==> config.mk <==
export PLATFORM = sky130hd
export DESIGN_NAME = serial_command_frame_receiver
export DESIGN_NICKNAME = d
export VERILOG_FILES = /design/src/hw/rtl/scfr_pkg.sv /design/src/hw/rtl/serial_command_frame_receiver.sv
export SDC_FILE = /design/constraint.sdc
export NUM_CORES = 1
export LEC_CHECK = 0
export ABC_AREA = 0
export BUFFER_PORTS_ARGS = -buffer_cell sky130_fd_sc_hd__clkbuf_2
export CORE_AREA = 2 2 213 110
export DETAILED_ROUTE_END_ITERATION = 12
export DIE_AREA = 0 0 215 112
export PLACE_DENSITY = 0.83
export SLEW_MARGIN = 20
export SYNTH_ARGS = -nofsm -noshare
export SYNTH_HDL_FRONTEND = slang
export SYNTH_SLANG_ARGS = --single-unit
==> constraint.sdc <==
create_clock -name clk -period 5.8 [get_ports clk]
set_clock_uncertainty 0.1 [all_clocks]
set_input_delay 0.29 -clock clk [delete_from_list [all_inputs] [get_ports clk]]
set_output_delay 0.29 -clock clk [all_outputs]
set_load 0.005 [all_outputs]
==> src/hw/rtl/scfr_pkg.sv <==
// Package with the types, constants and codes of the serial command frame receiver.
package scfr_pkg;

  // Frame store depth in bytes; bytes past this depth are counted but not stored.
  localparam int BUFFER_DEPTH = 16;
  localparam int BUF_AW       = $clog2(BUFFER_DEPTH);

  // Header, trailer and field codes.
  localparam logic [7:0] HDR_CMD_0   = 8'hEE;
  localparam logic [7:0] HDR_CMD_1   = 8'h51;
  localparam logic [7:0] HDR_UPD_0   = 8'h48;
  localparam logic [7:0] HDR_UPD_1   = 8'h05;
  localparam logic [7:0] UPD_TRAILER = 8'h58;
  localparam logic [7:0] UPD_FILL    = 8'h05;
  localparam logic [7:0] CMD_CODE    = 8'h01;
  localparam logic [7:0] CMD_LEN     = 8'd13;
  localparam logic [7:0] UPD_LEN     = 8'd14;
  localparam logic [15:0] UPD_DLEN   = 16'd4;

  // Configuration register indexes and reset values.
  localparam logic [1:0] CFG_IDLE_LIMIT   = 2'd0;
  localparam logic [1:0] CFG_LINK_TIMEOUT = 2'd1;
  localparam logic [1:0] CFG_LIGHT_OFF    = 2'd2;
  localparam logic [1:0] CFG_UPDATE_ADDR  = 2'd3;

  localparam logic [7:0]  IDLE_LIMIT_RST   = 8'd10;
  localparam logic [15:0] LINK_TIMEOUT_RST = 16'd1000;

  // Event codes of a result transaction.
  localparam logic [2:0] EV_NONE    = 3'd0;
  localparam logic [2:0] EV_APPLIED = 3'd1;
  localparam logic [2:0] EV_OTHER   = 3'd2;
  localparam logic [2:0] EV_UPDATE  = 3'd3;
  localparam logic [2:0] EV_REJECT  = 3'd4;
  localparam logic [2:0] EV_TIMEOUT = 3'd5;

  // Input item kinds.
  localparam logic KIND_BYTE = 1'b0;
  localparam logic KIND_TICK = 1'b1;

  typedef struct packed {
    logic       kind;
    logic [7:0] data_byte;
  } in_t;

  typedef struct packed {
    logic [2:0]         event_res;
    logic [7:0]         light_command;
    logic [7:0]         control_bits;
    logic [7:0]         music_id;
    logic [7:0]         unit_kind;
    logic [7:0]         unit_action_id;
    logic [7:0]         unit_mode;
    logic signed [15:0] unit_parameter;
  } out_t;

endpackage

==> src/hw/rtl/serial_command_frame_receiver.sv <==
// Top level of the serial command frame receiver: frame parser, timers and result register.
//
// Usage: every input transaction is either a received serial byte or a tick that
// reports one poll of an empty receive queue. Each input transaction produces exactly
// one result transaction, in order. Bytes are assembled into command frames (header
// EE 51, then a length byte) or update frames (header 48 05, fourteen bytes in all);
// the XOR of all bytes of a frame must be zero. A completed frame is classified in
// the cycle its last byte arrives. Ticks advance an idle counter that drops a partial
// frame and a link counter that reports a timeout with the configured light-off code.
// The result is registered: the result of a transaction accepted at one edge is presented
// on out_valid after that edge. One transaction is taken per cycle unless in_stall is
// raised; the parser state and the result register update together at each accepted
// transaction. The result register serves as the output stage: while it holds a result
// that the receiver stalls, in_stall is raised and nothing new is accepted; when the
// receiver takes the result, a new transaction is accepted in the same cycle.
// Synchronous reset returns the parser to header hunting, clears the counters and
// the output valid, and loads the configuration registers with their defaults.
// Configuration writes take effect at the edge where cfg_wr_en is high.
module serial_command_frame_receiver (
  input  logic                clk,
  input  logic                rst_n,
  input  logic                in_valid,
  output logic                in_stall,
  input  scfr_pkg::in_t       in_data,
  output logic                out_valid,
  input  logic                out_stall,
  output scfr_pkg::out_t      out_data,
  input  logic                cfg_wr_en,
  input  logic [1:0]          cfg_index,
  input  logic [31:0]         cfg_wr_data
);
  import scfr_pkg::*;

  // Parser states.
  localparam logic [2:0] ST_HUNT     = 3'd0;
  localparam logic [2:0] ST_GOT_EE   = 3'd1;
  localparam logic [2:0] ST_GOT_51   = 3'd2;
  localparam logic [2:0] ST_BODY     = 3'd3;
  localparam logic [2:0] ST_GOT_48   = 3'd4;
  localparam logic [2:0] ST_UPD_BODY = 3'd5;

  // Configuration registers.
  logic [7:0]  idle_limit_r;
  logic [15:0] link_timeout_r;
  logic [7:0]  light_off_r;
  logic [31:0] update_addr_r;

  // Parser and timer state.
  logic [2:0]  state_r, state_nxt;
  logic [7:0]  byte_count_r, byte_count_nxt;
  logic [7:0]  running_xor_r, running_xor_nxt;
  logic [7:0]  idle_count_r, idle_count_nxt;
  logic [15:0] link_count_r, link_count_nxt;
  logic [7:0]  frame_buf_r [BUFFER_DEPTH];

  // Frame store write port.
  logic              buf_we;
  logic [BUF_AW-1:0] buf_wa;

  // Output stage.
  logic out_valid_r;
  out_t out_data_r, out_data_nxt;

  logic        accept;
  logic [7:0]  b;
  logic [7:0]  idle_inc;
  logic [15:0] link_inc;
  logic [7:0]  cnt_inc;
  logic [7:0]  limit;
  logic [7:0]  xor_new;
  logic [31:0] frame_addr;
  logic [15:0] frame_dlen;

  assign in_stall  = out_valid_r && out_stall;
  assign accept    = in_valid && !in_stall;
  assign out_valid = out_valid_r;
  assign out_data  = out_data_r;

  assign b          = in_data.data_byte;
  assign idle_inc   = idle_count_r + 8'd1;
  assign link_inc   = link_count_r + 16'd1;
  assign cnt_inc    = byte_count_r + 8'd1;
  assign xor_new    = running_xor_r ^ b;
  assign limit      = (state_r == ST_BODY) ? frame_buf_r[2] : UPD_LEN;
  assign frame_addr = {frame_buf_r[5], frame_buf_r[4], frame_buf_r[3], frame_buf_r[2]};
  assign frame_dlen = {frame_buf_r[7], frame_buf_r[6]};

  // Next state and result for one transaction.
  always_comb begin
    state_nxt       = state_r;
    byte_count_nxt  = byte_count_r;
    running_xor_nxt = running_xor_r;
    idle_count_nxt  = idle_count_r;
    link_count_nxt  = link_count_r;
    buf_we          = 1'b0;
    buf_wa          = byte_count_r[BUF_AW-1:0];
    out_data_nxt    = '0;

    if (in_data.kind == KIND_TICK) begin
      idle_count_nxt = idle_inc;
      if (idle_inc >= idle_limit_r) begin
        idle_count_nxt = '0;
        state_nxt      = ST_HUNT;
        byte_count_nxt = '0;
      end
      link_count_nxt = link_inc;
      if (link_inc > link_timeout_r) begin
        link_count_nxt             = '0;
        out_data_nxt.event_res     = EV_TIMEOUT;
        out_data_nxt.light_command = light_off_r;
      end
    end else begin
      idle_count_nxt = '0;
      case (state_r)
        ST_HUNT: begin
          if (b == HDR_CMD_0 || b == HDR_UPD_0) begin
            state_nxt       = (b == HDR_CMD_0) ? ST_GOT_EE : ST_GOT_48;
            buf_we          = 1'b1;
            buf_wa          = BUF_AW'(0);
            byte_count_nxt  = 8'd1;
            running_xor_nxt = b;
          end
        end
        ST_GOT_EE, ST_GOT_48: begin
          if (b == ((state_r == ST_GOT_EE) ? HDR_CMD_1 : HDR_UPD_1)) begin
            state_nxt       = (state_r == ST_GOT_EE) ? ST_GOT_51 : ST_UPD_BODY;
            buf_we          = 1'b1;
            buf_wa          = BUF_AW'(1);
            byte_count_nxt  = 8'd2;
            running_xor_nxt = xor_new;
          end else begin
            state_nxt = ST_HUNT;
          end
        end
        ST_GOT_51: begin
          buf_we          = 1'b1;
          buf_wa          = BUF_AW'(2);
          byte_count_nxt  = 8'd3;
          running_xor_nxt = xor_new;
          state_nxt       = ST_BODY;
        end
        ST_BODY, ST_UPD_BODY: begin
          // Bytes beyond the store are still counted and folded into the XOR.
          buf_we          = (32'(byte_count_r) < BUFFER_DEPTH);
          running_xor_nxt = xor_new;
          byte_count_nxt  = cnt_inc;
          if (cnt_inc >= limit || cnt_inc == 8'd0) begin
            state_nxt              = ST_HUNT;
            byte_count_nxt         = '0;
            out_data_nxt.event_res = EV_REJECT;
            if (cnt_inc == CMD_LEN) begin
              if (xor_new == 8'd0) begin
                // A good command-length frame restarts the link timer.
                link_count_nxt = '0;
                if (frame_buf_r[2] == CMD_LEN && frame_buf_r[3] == CMD_CODE) begin
                  out_data_nxt.event_res      = EV_APPLIED;
                  out_data_nxt.light_command  = frame_buf_r[4];
                  out_data_nxt.control_bits   = frame_buf_r[5];
                  out_data_nxt.music_id       = frame_buf_r[6];
                  out_data_nxt.unit_kind      = frame_buf_r[7];
                  out_data_nxt.unit_action_id = frame_buf_r[8];
                  out_data_nxt.unit_mode      = frame_buf_r[9];
                  out_data_nxt.unit_parameter = {frame_buf_r[11], frame_buf_r[10]};
                end else begin
                  out_data_nxt.event_res = EV_OTHER;
                end
              end
            end else if (cnt_inc == UPD_LEN) begin
              if (xor_new == 8'd0 && frame_buf_r[12] == UPD_TRAILER &&
                  frame_addr == update_addr_r && frame_dlen == UPD_DLEN &&
                  frame_buf_r[8] == UPD_FILL && frame_buf_r[9] == UPD_FILL &&
                  frame_buf_r[10] == UPD_FILL && frame_buf_r[11] == UPD_FILL) begin
                out_data_nxt.event_res = EV_UPDATE;
              end
            end
          end
        end
        default: begin
          state_nxt      = ST_HUNT;
          byte_count_nxt = '0;
        end
      endcase
    end
  end

  // Control state and configuration.
  always_ff @(posedge clk) begin
    if (!rst_n) begin
      state_r        <= ST_HUNT;
      byte_count_r   <= '0;
      running_xor_r  <= '0;
      idle_count_r   <= '0;
      link_count_r   <= '0;
      out_valid_r    <= 1'b0;
      idle_limit_r   <= IDLE_LIMIT_RST;
      link_timeout_r <= LINK_TIMEOUT_RST;
      light_off_r    <= '0;
      update_addr_r  <= '0;
    end else begin
      if (accept) begin
        state_r       <= state_nxt;
        byte_count_r  <= byte_count_nxt;
        running_xor_r <= running_xor_nxt;
        idle_count_r  <= idle_count_nxt;
        link_count_r  <= link_count_nxt;
        out_valid_r   <= 1'b1;
      end else if (!out_stall) begin
        out_valid_r <= 1'b0;
      end
      if (cfg_wr_en) begin
        case (cfg_index)
          CFG_IDLE_LIMIT:   idle_limit_r   <= cfg_wr_data[7:0];
          CFG_LINK_TIMEOUT: link_timeout_r <= cfg_wr_data[15:0];
          CFG_LIGHT_OFF:    light_off_r    <= cfg_wr_data[7:0];
          CFG_UPDATE_ADDR:  update_addr_r  <= cfg_wr_data;
          default: begin
          end
        endcase
      end
    end
  end

  // Payload registers: frame store and result.
  always_ff @(posedge clk) begin
    if (accept && buf_we) begin
      frame_buf_r[buf_wa] <= b;
    end
    if (accept) begin
      out_data_r <= out_data_nxt;
    end
  end

endmodule

; ---- After elaboration in Yosys (flattened, before gate mapping)
; Memory sizes are Yosys's and may differ from the RTL's.
; Index checks and enable logic that the tools add are counted.
[word_totals]
ff_bits = 175
latchBits = 0
mem_bits_rw = 128
rom_bits = 0
input_bits = 48
out_inout_bits = 69
word_cells = 147
mem_count = 1
[op_classes]
addsub = 3
n_mul = 0
div = 0
magnitude_cmp = 4
n_eq_ne = 29
n_shift = 0
mux = 50
bitwise_logic = 7
n_reduce_logical = 35
[mem_list]
columns = name, depth, word_bits, rd, rd_ports_with_merged_regs, write_ports, line_no
row1 = frame_buf_r, 16, 8, 11, 0, 1, serial_command_frame_receiver.sv:54  ; logic [7:0] frame_buf_r [BUFFER_DEPTH];
[ops]
columns = operator, count
row1 = two-way mux 67 bit, 3
row2 = two-way mux 64 bit, 2
row3 = two-way mux 16 bit, 6
row4 = two-way mux 8 bit, 10
row5 = == test 32 bit, 1
row6 = == test 8 x 3 -> 1 bit (second input constant), 4
row7 = case mux 8 bit (4 select lines), 1
row8 = two-way mux 3 bit, 10
row9 = == test 8 x 4 -> 1 bit (second input constant), 3
row10 = case mux 8 bit (3 select lines), 1
row11 = two-way mux 11 bit, 2
row12 = adder 16 x 1 -> 16 bit (second input constant), 1
row13 = adder 8 x 1 -> 8 bit (second input constant), 2
row14 = == test 16 x 3 -> 1 bit (second input constant), 1
row15 = == test 8 x 7 -> 1 bit (second input constant), 2
row16 = greater-or-equal comparator 8 bit, 2
row17 = > comparator 16 bit, 1
row18 = zero test 8 bit, 2
row19 = two-way mux 4 bit, 3
row20 = case mux 3 bit (4 select lines), 1
row21 = case mux 4 bit (3 select lines), 1
row22 = logical AND 1 bit, 11
row23 = AND reduction 5 bit, 2
row24 = != test 3 bit (second input constant), 3
row25 = 28 further kinds, 53

; ---- Longest topological paths before layout
; Gate-level depths: netlist (run 1).
[depth]
ltp_word = 15
depth_mapped = 14
ltp_nobuf = 12

; ---- Least setup slack after synthesis (run 1)
; Ideal clock, no wire load.
[synth_timing]
path_kind = register to register
from = register out_valid_r (netlist: out_valid)
to = register link_count_r[10]
setup_time_ns = 0.125
arrival_ns = 3.234
required_ns = 5.575
setup_slack_ns = 2.341
stages_incl_launch_ff = 8
n_path_buf = 2
path_cell_list = dfxtp_1 > nand2_1 > nand2_1 > inv_1 > clkbuf_1 > a21oi_1 > buf_2 > mux2i_1
[synth_between]
elab_chain_cells = 4
[synth_lines]
columns = element, line_no
row1 = from (decl), serial_command_frame_receiver.sv:61  ; logic out_valid_r;
row2 = from (signal assigned), serial_command_frame_receiver.sv:194  ; out_valid_r <= 1'b0;
row3 = from (signal assigned), serial_command_frame_receiver.sv:206  ; out_valid_r <= 1'b1;
row4 = from (signal assigned), serial_command_frame_receiver.sv:208  ; out_valid_r <= 1'b0;
row5 = logical AND 1 bit, serial_command_frame_receiver.sv:74  ; assign in_stall = out_valid_r && out_stall;
row6 = zero test 1 bit, serial_command_frame_receiver.sv:75  ; assign accept = in_valid && !in_stall;
row7 = logical AND 1 bit, serial_command_frame_receiver.sv:75
row8 = net accept, serial_command_frame_receiver.sv:64  ; logic accept;
row9 = AND reduction 5 bit (no source line), --
row10 = to (signal assigned), serial_command_frame_receiver.sv:205  ; link_count_r <= link_count_nxt;
row11 = to (decl), serial_command_frame_receiver.sv:53  ; logic [15:0] link_count_r, link_count_nxt;
; The timed path passes the listed nets, and every way through them passes these cells.
; A chain may end at the register's enable or synchronous reset.

; ---- Final worst setup path (run 1)
[layout_timing]
from = register state_r[0]
to = memory frame_buf_r[5][6] (enable)
[layout_between]
elab_chain_cells = 9
elab_cells_between_ends = 19
[layout_lines]
columns = element, line_no
row1 = from (decl), serial_command_frame_receiver.sv:49  ; logic [2:0] state_r, state_nxt;
row2 = from (signal assigned), serial_command_frame_receiver.sv:201  ; state_r <= state_nxt;
row3 = == test 3 x 1 -> 1 bit, "serial_command_frame_receiver.sv:114, serial_command_frame_receiver.sv:125"
row4 = two-way mux 7 bit, serial_command_frame_receiver.sv:125  ; if (b == ((state_r == ST_GOT_EE) ? HDR_CMD_1 : HDR_UPD_1)) begin
row5 = == test 8 x 7 -> 1 bit, serial_command_frame_receiver.sv:125
row6 = two-way mux 1 bit, serial_command_frame_receiver.sv:125
row7 = case mux 1 bit (4 select lines), serial_command_frame_receiver.sv:114  ; case (state_r)
row8 = two-way mux 1 bit, serial_command_frame_receiver.sv:99  ; if (in_data.kind == KIND_TICK) begin
row9 = logical AND 1 bit, serial_command_frame_receiver.sv:225  ; if (accept && buf_we) begin
row10 = two-way mux 1 bit, serial_command_frame_receiver.sv:225
row11 = two-way mux 1 bit (implied by the code), serial_command_frame_receiver.sv:226  ; frame_buf_r[buf_wa] <= b;
row12 = to (decl), serial_command_frame_receiver.sv:54
; Several ways; a longest one is shown, not always the timed one.

==> metrics.md, run 1 <==
| Metric | Value |
|---|---|
| Count of flip-flops with a built-in enable after synthesis | `155` |
| Initial antenna violation count | `0` |
| Final wirelength | `31200 um` |
| Initial Util | `54.2%` |
| Net Switching | `879 uW` |
| Distinct cells, synth | `69` |
| Clk root buf | `clkbuf_16` |
| Seq pwr share | `53.4%` |
| Cts bufs inserted | `24` |
| Fill count | `1755` |
| Number of I/O port buffers | `116` |
| Clk buf depth | `3` |
| CORE AREA | `22300 sq um` |
| M3 GR Usage | `7.16%` |
| Synthesized area | `12100 sq um` |
| Htree depth | `1` |
| GRT met2 Usage | `36.3%` |
| Routability cong. | `0.960` |
| Status | `finished clean` |
| Max Cap Viol | `0` |
| Synth top area cells | `edfxtp_1 38%, dfxtp_1 18%, nand2_1 5.2%` |
| Gr usage total | `25.8%` |
| Setup bufs post-CTS | `0` |
| Crit path kind | `reg2reg` |
| Fin Setup TNS | `0 ns` |
| Final hold viol count | `0` |
| Vias per inst | `5.86` |
| Worst skew pair latency | `0.54 ns` |
| Crit share post-route | `68.5%` |
| Top cell type's share of synthesized area | `38.4%` |
| Clock power frac | `40.7%` |
| Hold Crit Class | `in2reg` |
| Final net count | `1322` |
| Max IR drop VDD | `175 uV` |
| Slew Viols, Final | `0` |
| Ordered list of cells on the worst path | `nor3b_2 > mux2_2 > o311ai_0 > o211a_1 > o211ai_1 > nor3_1` |
| Most frequent cell after synthesis | `nand2_1` |
| Resized cells post-CTS | `0` |
| Vias in the first global route | `8611` |
| Grt met1 use | `40.2%` |
| Leak | `5.27 nW` |
| Share of layout cells above drive strength 1 | `14.7%` |
| Area Growth Syn to Fin | `16.0%` |
| Tmin final | `3.97 ns` |
| Worst Setup End Kind | `flop` |
| Io pins | `117` |
| Rel. slew slack | `26.9%` |
| Setup crit start kind | `flop` |
| Most instantiated cells after synthesis | `169 x nand2_1, 155 x edfxtp_1, 108 x dfxtp_1, 61 x and2_1, 51 x a21boi_0` |
| Site Rows | `39` |
| Sw frac | `23.1%` |
| Post-DP HPWL | `22000 um` |
| RSZ-0062 raised after global routing | `false` |
| Power per cell area | `271 nW/um^2` |
| CP max-delay cell | `nor3_1` |
| Die Ht | `112 um` |
| Final antenna-violating net count | `0` |
| Ys async rst share | `0%` |
| Critical path arrival | `4.03 ns` |
| Slowest stage delay, CP | `0.96 ns` |
| CTS tree | `built` |
| First DRT Iteration DRCs | `1018` |
| Sink Count | `263` |
| Syn_nets | `1189` |
| GR peak layer | `met1` |
| Largest net degree at the start of global routing | `87` |
| Syn avg cell area | `11.0 sq um` |
| Internal | `2.93 mW` |
| CP max FO | `14` |
| Top cell family by delay on the critical path | `simple AND/OR/NAND/NOR gates` |
| Area leader, netlist | `edfxtp_1` |
| DR DRC count | `0` |
| Area of the multi-input gates | `5030 sq um` |
| CP required | `5.86 ns` |
| Die width | `215 um` |
| Seq/Total Area, Yosys | `56.2%` |
| Flop-to-flop setup slack | `1.83 ns` |
| Wire per inst | `20.0 um` |
| First-pass detailed-route iteration total | `5` |
| FF+latch count, synth | `263` |
| Worst slew pin tran | `1.09 ns` |
| Gate Count Post-Synth | `1103` |
| Final hold slack | `0.0321 ns` |
| FF+latch area | `6820 sq um` |
| GR Overflow Total | `0` |
| Gate power share | `5.9%` |
| Global-route wire length before repair | `48200 um` |
| Die area | `24100 sq um` |
| Buf/Inv on CP | `0` |
| Main synth FF type | `edfxtp_1` |
| Via count | `9154` |
| CTS clock-pin slew for the worst setup and hold paths | `0.07 ns` |
| Warnings from Yosys | `0` |
| ANT cells | `0` |
| Fmax | `0.252 GHz` |
| Final-report setup violation count | `0` |
-- worst paths after layout --
kind | from | endpoint | cells past startpoint
setup / recovery | state_r[0] | frame_buf_r[5][6] | 6
hold / removal | cfg_wr_data[6] | update_addr_r[6] | 3
setup reg to reg | state_r[0] | frame_buf_r[5][6] | 6
hold reg to reg | link_timeout_r[13] | link_timeout_r[13] | 2
-- per-layer routing --
metal | vias up | share of wire [%] | routed length, um
met5 | - | 0 | 0
met4 | 0 | 1.3 | 419
met3 | 42 | 12 | 3740
met2 | 480 | 41 | 12700
met1 | 4388 | 46 | 14400
li1 | 4244 | - | -
-- state kept, by name, summed over array words and instances (netlist names) --
register        count
byte_count_r        8
frame_buf_r        88
idle_count_r        8
idle_limit_r        8
light_off_r         8
link_count_r       16
link_timeout_r     16
out_data           67
out_valid           1
running_xor_r       8
state_r             3
update_addr_r      32
-- area by class of cell --
cell class | count | share of cell area [%]
well taps | 307 | 2.73
clock inverters | 12 | 0.640
multi-input cells | 760 | 35.8
repair buffers | 154 | 6.74
clock buffers | 32 | 4.80
inverters | 33 | 0.880
flip-flops and latches | 263 | 48.4
-- layout by cell type, fill, tap and decap left out, types with 20 or more instances in the layout --
cell type	netlist	final
mux2i_1	21	21
a21oi_1	27	26
o211ai_1	20	20
inv_1	33	32
dlygate4sd3_1	0	33
nand2_1	169	169
and2_1	61	61
nor2_1	43	43
a21boi_0	51	51
clkbuf_2	6	116
xnor2_1	50	50
nand3_1	26	26
dfxtp_1	108	108
clkbuf_16	0	25
edfxtp_1	155	155
ha_1	38	38
-- tightest hold or removal path: stages --
cell and delay (ns):
clkbuf_2 0.17, nand2_1 0.09, a21boi_0 0.07
-- cells by family (layout without fill, tap and decap cells) --
kind of cell | count (synthesis) | in the layout | share of synthesized area (%)
flip-flops | 263 | 263 | 56.2
adder cells (fa/ha/maj) | 38 | 38 | 3.92
buffers and inverters | 80 | 231 | 2.61
AND/OR/NAND/NOR | 445 | 445 | 19.1
XOR/XNOR | 67 | 67 | 4.84
multiplexers | 24 | 24 | 2.01
AO/OA/AOI/OAI | 186 | 186 | 11.3
-- repair_timing --
item | in CTS | in global routing
setup endpoints to repair | 0 | 0
hold buffers | 33 | 0
hold endpoints to repair | 50 | 0
-- through the flow --
stage                     setup WS, ns  power [mW]  std cells  area (sq um)  utilization (%)
after floorplan                   2.34        2.18       1103         12100                -
after global placement            2.03        2.27       1484         12900             57.9
after detailed placement          1.87        2.28       1484         12900             57.9
after CTS                         1.86        3.82       1561         14000             62.8
after global routing              1.58        3.92       1561         14100             63.0
final                             1.83        3.81       1561         14100             63.0
-- power by group through the flow --
| stage | logic [mW] | clock network (mW) | registers [mW] |
|---|---|---|---|
| 3_3_place_gp | 0.197 | 0 | 2.07 |
| 4_1_cts | 0.221 | 1.56 | 2.04 |
| 6_report | 0.225 | 1.55 | 2.04 |
| 3_5_place_dp | 0.203 | 0 | 2.08 |
| 2_1_floorplan | 0.105 | 0 | 2.08 |
| 5_1_grt | 0.244 | 1.64 | 2.04 |
No activity file was read; power rests on OpenSTA's default activity.
==> run 2, diff against run 1 <==
--- a/config.mk
+++ b/config.mk
@@ -7,10 +7,10 @@
 export LEC_CHECK = 0
 export ABC_AREA = 0
 export BUFFER_PORTS_ARGS = -buffer_cell sky130_fd_sc_hd__clkbuf_2
-export CORE_AREA = 2 2 213 110
+export CORE_AREA = 2 2 215 111
 export DETAILED_ROUTE_END_ITERATION = 12
-export DIE_AREA = 0 0 215 112
-export PLACE_DENSITY = 0.83
+export DIE_AREA = 0 0 217 113
+export PLACE_DENSITY = 0.84
 export SLEW_MARGIN = 20
 export SYNTH_ARGS = -nofsm -noshare
 export SYNTH_HDL_FRONTEND = slang
==> constraint.sdc (replaced) <==
create_clock -name clk -period 3.5 [get_ports clk]
set_clock_uncertainty 0.1 [all_clocks]
set_input_delay 0.175 -clock clk [delete_from_list [all_inputs] [get_ports clk]]
set_output_delay 0.175 -clock clk [all_outputs]
set_load 0.005 [all_outputs]
==> run 2 against run 1 <==
Final area up 2.4%. Hold slack better by 0.0050 ns. Sequential power up 65%. Count of clock-buffer cells in the layout down 3. Critical path depth up 4. Highest routed layer is now met5.
==> metrics.md, run 2 (synthesis results as in run 1) <==
| Metric | Value |
|---|---|
| Status | `finished clean (unchanged)` |
| Clk buf depth | `3 (unchanged)` |
| Fill count | `1675 (was 1755)` |
| Final net count | `1366 (was 1322)` |
| Clock power frac | `39.8% (was 40.7%)` |
| Leak | `5.48 nW (was 5.27 nW)` |
| Routability cong. | `0.962 (was 0.960)` |
| GR peak layer | `met2 (was met1)` |
| Tmin final | `3.34 ns (was 3.97 ns)` |
| CTS tree | `built (unchanged)` |
| Ordered list of cells on the worst path | `and3_1 > and3_1 > nand3_1 > xnor2_1 > ha_1 > o2111ai_1 > o31a_1 > a2111o_1 > or3_1 > o22ai_1 (was nor3b_2 > mux2_2 > o311ai_0 > o211a_1 > o211ai_1 > nor3_1)` |
| Die width | `217 um (was 215 um)` |
| Sw frac | `22.7% (was 23.1%)` |
| Post-DP Area | `13200 sq um (was 12900 sq um)` |
| Via count | `9301 (was 9154)` |
| Fmax | `0.300 GHz (was 0.252 GHz)` |
| Clk root buf | `clkbuf_16 (unchanged)` |
| Rel. slew slack | `43.3% (was 26.9%)` |
| Final hold slack | `0.0370 ns (was 0.0321 ns)` |
| Die Ht | `113 um (was 112 um)` |
| Slew Viols, Final | `0 (unchanged)` |
| Largest net degree at the start of global routing | `69 (was 87)` |
| Number of I/O port buffers | `116 (unchanged)` |
| Fin Setup TNS | `0 ns (unchanged)` |
| Final wirelength | `31000 um (was 31200 um)` |
| Crit share post-route | `95.4% (was 68.5%)` |
| CORE AREA | `22500 sq um (was 22300 sq um)` |
| Die area | `24500 sq um (was 24100 sq um)` |
| DP Worst Slack | `0.0351 ns (was 1.87 ns)` |
| Site Rows | `39 (unchanged)` |
| Area Growth Syn to Fin | `18.9% (was 16.0%)` |
| Worst Setup End Kind | `flop (unchanged)` |
| Gr usage total | `25.4% (was 25.8%)` |
| Wire per inst | `19.3 um (was 20.0 um)` |
| Htree depth | `1 (unchanged)` |
| Max IR drop VDD | `301 uV (was 175 uV)` |
| Final antenna-violating net count | `0 (unchanged)` |
| Global-route wire length before repair | `48600 um (was 48200 um)` |
| First DRT Iteration DRCs | `836 (was 1018)` |
| M3 GR Usage | `4.89% (was 7.16%)` |
| CTS clock-pin slew for the worst setup and hold paths | `0.07 ns (about the same)` |
| Largest reg by FF count | `frame_buf_r (unchanged)` |
| DR DRC count | `0 (unchanged)` |
| CP max-delay cell | `a2111o_1 (was nor3_1)` |
| Worst slew pin tran | `0.851 ns (was 1.09 ns)` |
| Post-DP HPWL | `21100 um (was 22000 um)` |
| Critical path arrival | `3.68 ns (was 4.03 ns)` |
| Gate power share | `6.4% (was 5.9%)` |
| Grt met1 use | `33.8% (was 40.2%)` |
| Power per cell area | `435 nW/um^2 (was 271 nW/um^2)` |
| GR Overflow Total | `0 (unchanged)` |
| Final Instance Area | `14400 sq um (was 14100 sq um)` |
| Final hold viol count | `0 (unchanged)` |
| Non-Filler Instances | `1606 (was 1561)` |
| Final Util | `63.9% (was 63.0%)` |
| Slowest stage delay, CP | `0.46 ns (was 0.96 ns)` |
| Commonest cells after routing, fill and taps aside | `169 x nand2_1, 155 x edfxtp_1, 116 x clkbuf_2 (unchanged)` |
| CP max FO | `6 (was 14)` |
| Crit path kind | `reg2reg (unchanged)` |
| Io pins | `117 (unchanged)` |
| Final worst slack | `0.163 ns (was 1.83 ns)` |
| Initial Util | `53.8% (was 54.2%)` |
| Cts bufs inserted | `24 (unchanged)` |
| Most common cell after layout, fill and taps aside | `nand2_1 (unchanged)` |
| CP required | `3.85 ns (was 5.86 ns)` |
| Max Cap Viol | `0 (unchanged)` |
| First-pass detailed-route iteration total | `6 (was 5)` |
| Sink Count | `263 (unchanged)` |
| Vias in the first global route | `8999 (was 8611)` |
| Seq pwr share | `53.8% (was 53.4%)` |
| Internal | `4.84 mW (was 2.93 mW)` |
| Worst skew pair latency | `0.54 ns (about the same)` |
| Setup crit start kind | `flop (unchanged)` |
| Final-report setup violation count | `0 (unchanged)` |
| Placed insts | `1522 (was 1484)` |
| Max FFs per register | `88 (unchanged)` |
| Vias per inst | `5.79 (was 5.86)` |
| GRT met2 Usage | `42.1% (was 36.3%)` |
| Initial antenna violation count | `2 (was 0)` |
| Design Power | `6.27 mW (was 3.81 mW)` |
| Share of layout cells above drive strength 1 | `17.4% (was 14.7%)` |
| Hold Crit Class | `in2reg (unchanged)` |
| CP dominant cell by count | `and3_1` |
| Net Switching | `1.42 mW (was 879 uW)` |
## run 2: critical path, delay by kind of cell (launching register included)
family	cells	cell delay [ns]
AOI/OAI and AO/OA	4	1.21
xor gates and xnor gates	1	0.16
and+or+nand+nor	4	1.05
adders and majority gates	1	0.32
DFF	1	0.42
## run 2: repair_timing
| action | 4_1_cts | 5_1_grt |
|---|---|---|
| resized for setup | 0 | 16 |
| setup endpoints to repair | 0 | 42 |
| buffers inserted | 0 | 2 |
| hold buffers | 37 | 0 |
| endpoints found under the hold margin | 77 | 0 |
## run 2: per-layer routing
metal | vias to the layer above | routed length, um | share of wire (%)
met2 | 422 | 14400 | 46
met5 | - | 12 | 0.039
li1 | 4325 | - | -
met1 | 4462 | 12900 | 42
met3 | 90 | 2690 | 8.7
met4 | 2 | 1040 | 3.4
## run 2: area by class of cell
class | count | area, sq um | share of cell area [%]
Sequential cell | 263 | 6820 | 47.3
Multi-Input combinational cell | 760 | 5040 | 35.0
Timing Repair Buffer | 198 | 1300 | 9.03
Clock buffer | 29 | 619 | 4.30
Tap cell | 307 | 384 | 2.67
Inverter | 33 | 124 | 0.860
Clock inverter | 15 | 116 | 0.807
Antenna cell | 1 | 2.50 | 0.0174
## run 2: power by group through the flow
stage               Sequential, mW  Clock, mW  Combinational (mW)
finish                        3.37       2.49               0.404
global route                  3.38       2.64               0.435
CTS                           3.37       2.51               0.392
detailed placement            3.44          0               0.356
global placement              3.44          0               0.346
floorplan                     3.44          0               0.174
## run 2: final timing paths
check	from	end	slack, ns	cells past startpoint
setup / recovery	idle_count_r[2]	byte_count_r[7]	0.16	10
hold reg to reg	link_timeout_r[1]	link_timeout_r[1]	0.37	2
setup reg to reg	idle_count_r[2]	byte_count_r[7]	0.16	10
hold / removal	in_data[7]	frame_buf_r[3][7]	0.04	2
==> run 3, diff against run 2 <==
--- a/config.mk
+++ b/config.mk
@@ -10,7 +10,7 @@
 export CORE_AREA = 2 2 215 111
 export DETAILED_ROUTE_END_ITERATION = 12
 export DIE_AREA = 0 0 217 113
-export PLACE_DENSITY = 0.84
+export PLACE_DENSITY_LB_ADDON = 0.25
 export SLEW_MARGIN = 20
 export SYNTH_ARGS = -nofsm -noshare
 export SYNTH_HDL_FRONTEND = slang
==> run 3 against run 2 <==
Die area unchanged. Fmax decreased by 0.30%. Critical path depth increased by 3. Clock power increased by 6%.
==> metrics.md, run 3 (synthesis results as in run 1) <==
| Metric | Value |
|---|---|
| GR Overflow Total | `0 (unchanged)` |
| Crit path kind | `reg2reg (unchanged)` |
| Final hold viol count | `0 (unchanged)` |
| Status | `finished clean (unchanged)` |
| Fin Setup TNS | `0 ns (unchanged)` |
| Rel. slew slack | `46.9% (was 43.3%)` |
| First DRT Iteration DRCs | `755 (was 836)` |
| Initial antenna violation count | `0 (was 2)` |
| Hold path start | `in_data[1] (was in_data[7])` |
| Area Growth Syn to Fin | `19.0% (was 18.9%)` |
| CP max-delay cell | `dfxtp_1 (was a2111o_1)` |
| Vias per inst | `5.59 (was 5.79)` |
| CP required | `3.68 ns (was 3.85 ns)` |
| Clk buf depth | `3 (unchanged)` |
| Initial Util | `53.8% (unchanged)` |
| Share of layout cells above drive strength 1 | `16.3% (was 17.4%)` |
| Max Cap Viol | `0 (unchanged)` |
| Io pins | `117 (unchanged)` |
| Sink Count | `263 (unchanged)` |
| Vias in the first global route | `8645 (was 8999)` |
| Worst slew pin tran | `0.797 ns (was 0.851 ns)` |
| Power per cell area | `444 nW/um^2 (was 435 nW/um^2)` |
| Die width | `217 um (unchanged)` |
| Top cell family by delay on the critical path | `simple AND/OR/NAND/NOR gates (was compound AO/OA/AOI/OAI gates)` |
| Cts bufs inserted | `24 (unchanged)` |
| Final net count | `1365 (was 1366)` |
| Final wirelength | `29300 um (was 31000 um)` |
| Htree depth | `1 (unchanged)` |
| ANT cells | `0 (was 1)` |
| Number of I/O port buffers | `116 (unchanged)` |
| FF+latch area | `6820 sq um (about the same)` |
| Via count | `8969 (was 9301)` |
| Tmin final | `3.35 ns (was 3.34 ns)` |
| Ordered list of cells on the worst path | `ha_1 > nand3_1 > nor2_1 > nand3_1 > xnor2_1 > ha_1 > nand2_1 > o21a_1 > a2bb2oi_1 > a31oi_1 > and2_1 > buf_4 > a22o_1 (was and3_1 > and3_1 > nand3_1 > xnor2_1 > ha_1 > o2111ai_1 > o31a_1 > a2111o_1 > or3_1 > o22ai_1)` |
| CTS clock-pin slew for the worst setup and hold paths | `0.07 ns (about the same)` |
| R2R Path Start | `link_count_r[0] (was idle_count_r[2])` |
| Final-report setup violation count | `0 (unchanged)` |
| Final hold slack | `0.0232 ns (was 0.0370 ns)` |
| Site Rows | `39 (unchanged)` |
| Most common cell after layout, fill and taps aside | `nand2_1 (unchanged)` |
| Area of the multi-input gates | `5010 sq um (was 5040 sq um)` |
| Post-DP Area | `13200 sq um (about the same)` |
| Fill count | `1748 (was 1675)` |
| Setup crit start kind | `flop (unchanged)` |
| Die Ht | `113 um (unchanged)` |
| Global-route wire length before repair | `46500 um (was 48600 um)` |
| Fmax | `0.299 GHz (was 0.300 GHz)` |
| DR DRC count | `0 (unchanged)` |
| Worst Setup End Kind | `flop (unchanged)` |
| Clk root buf | `clkbuf_16 (unchanged)` |
| Routability cong. | `0.897 (was 0.962)` |
| Final Instance Area | `14400 sq um (about the same)` |
| Worst Setup SP | `link_count_r[0] (was idle_count_r[2])` |
| Die area | `24500 sq um (unchanged)` |
| Wire per inst | `18.3 um (was 19.3 um)` |
| Slowest stage delay, CP | `0.39 ns (was 0.46 ns)` |
| Largest reg by FF count | `frame_buf_r (unchanged)` |
| CORE AREA | `22500 sq um (unchanged)` |
| Buf/Inv on CP | `1 (was 0)` |
| Hold Crit Class | `in2reg (unchanged)` |
| Max FFs per register | `88 (unchanged)` |
| Commonest cells after routing, fill and taps aside | `169 x nand2_1, 155 x edfxtp_1, 116 x clkbuf_2 (unchanged)` |
| Gr usage total | `24.2% (was 25.4%)` |
| Critical path arrival | `3.53 ns (was 3.68 ns)` |
| Post-DP HPWL | `20700 um (was 21100 um)` |
| CP max FO | `10 (was 6)` |
| Leak | `5.51 nW (was 5.48 nW)` |
| CTS tree | `built (unchanged)` |
| Crit share post-route | `95.6% (was 95.4%)` |
| Slew Viols, Final | `0 (unchanged)` |
| Worst skew pair latency | `0.54 ns (about the same)` |
| First-pass detailed-route iteration total | `6 (unchanged)` |
| Final antenna-violating net count | `0 (unchanged)` |
| Largest net degree at the start of global routing | `78 (was 69)` |
| Max IR drop VDD | `297 uV (was 301 uV)` |
-- run 3: area by class of cell --
class                   instances  area share (%)
well taps                     307            2.66
multi-input cells             760            34.7
repair buffers                197            9.06
flip-flops and latches        263            47.3
inverters                      33           0.859
clock buffers                  32            4.44
clock inverters                12           0.998
-- run 3: metal layers --
metal | share of wire, % | track usage [%] | vias to the layer above
met5 | 0 | 0 | -
met4 | 2.0 | 5.11 | 0
met3 | 6.4 | 3.52 | 42
met2 | 45 | 39.2 | 275
met1 | 46 | 34.9 | 4326
li1 | - | - | 4326
-- run 3: path summary, 6_finish.rpt --
path,to,slack (ns),cells past startpoint
hold / removal,frame_buf_r[6][1],0.02,2
setup reg to reg,out_data[59],0.15,13
setup / recovery,out_data[59],0.15,13
hold reg to reg,link_timeout_r[15],0.37,2
-- run 3: report_power, final --
| group | leakage, nW | switching [mW] | internal, mW |
|---|---|---|---|
| combinational | 2.80 | 0.229 | 0.160 |
| sequential | 2.33 | 0.0343 | 3.34 |
| clock | 0.379 | 1.14 | 1.51 |
| total | 5.51 | 1.40 | 5.01 |
-- run 3: worst reg2reg max path, stage by stage, from the launching register on --
cell       delay [ns]
dfxtp_1          0.39
ha_1             0.21
nand3_1          0.13
nor2_1           0.29
nand3_1          0.15
xnor2_1          0.27
ha_1             0.31
nand2_1          0.07
o21a_1           0.13
a2bb2oi_1        0.29
a31oi_1          0.13
and2_1           0.19
buf_4            0.18
a22o_1           0.25
-- run 3: what timing repair did --
| action | in CTS | in global routing |
|---|---|---|
| setup endpoints to repair | 0 | 48 |
| gates resized for setup | 0 | 4 |
| hold buffers | 37 | 0 |
| endpoints found under the hold margin | 82 | 0 |
| setup buffers | 0 | 3 |
-- run 3: metrics by stage --
step           worst slack, ns  utilization, %  instances  power [mW]
6_report                 0.153            64.0       1604        6.41
3_3_place_gp             0.120            58.7       1520        3.78
4_1_cts                 0.0674            63.8       1601        6.44
2_1_floorplan           0.0410               -       1103        3.61
5_1_grt                -0.0355            64.0       1604        6.62
3_5_place_dp            0.0848            58.7       1520        3.79
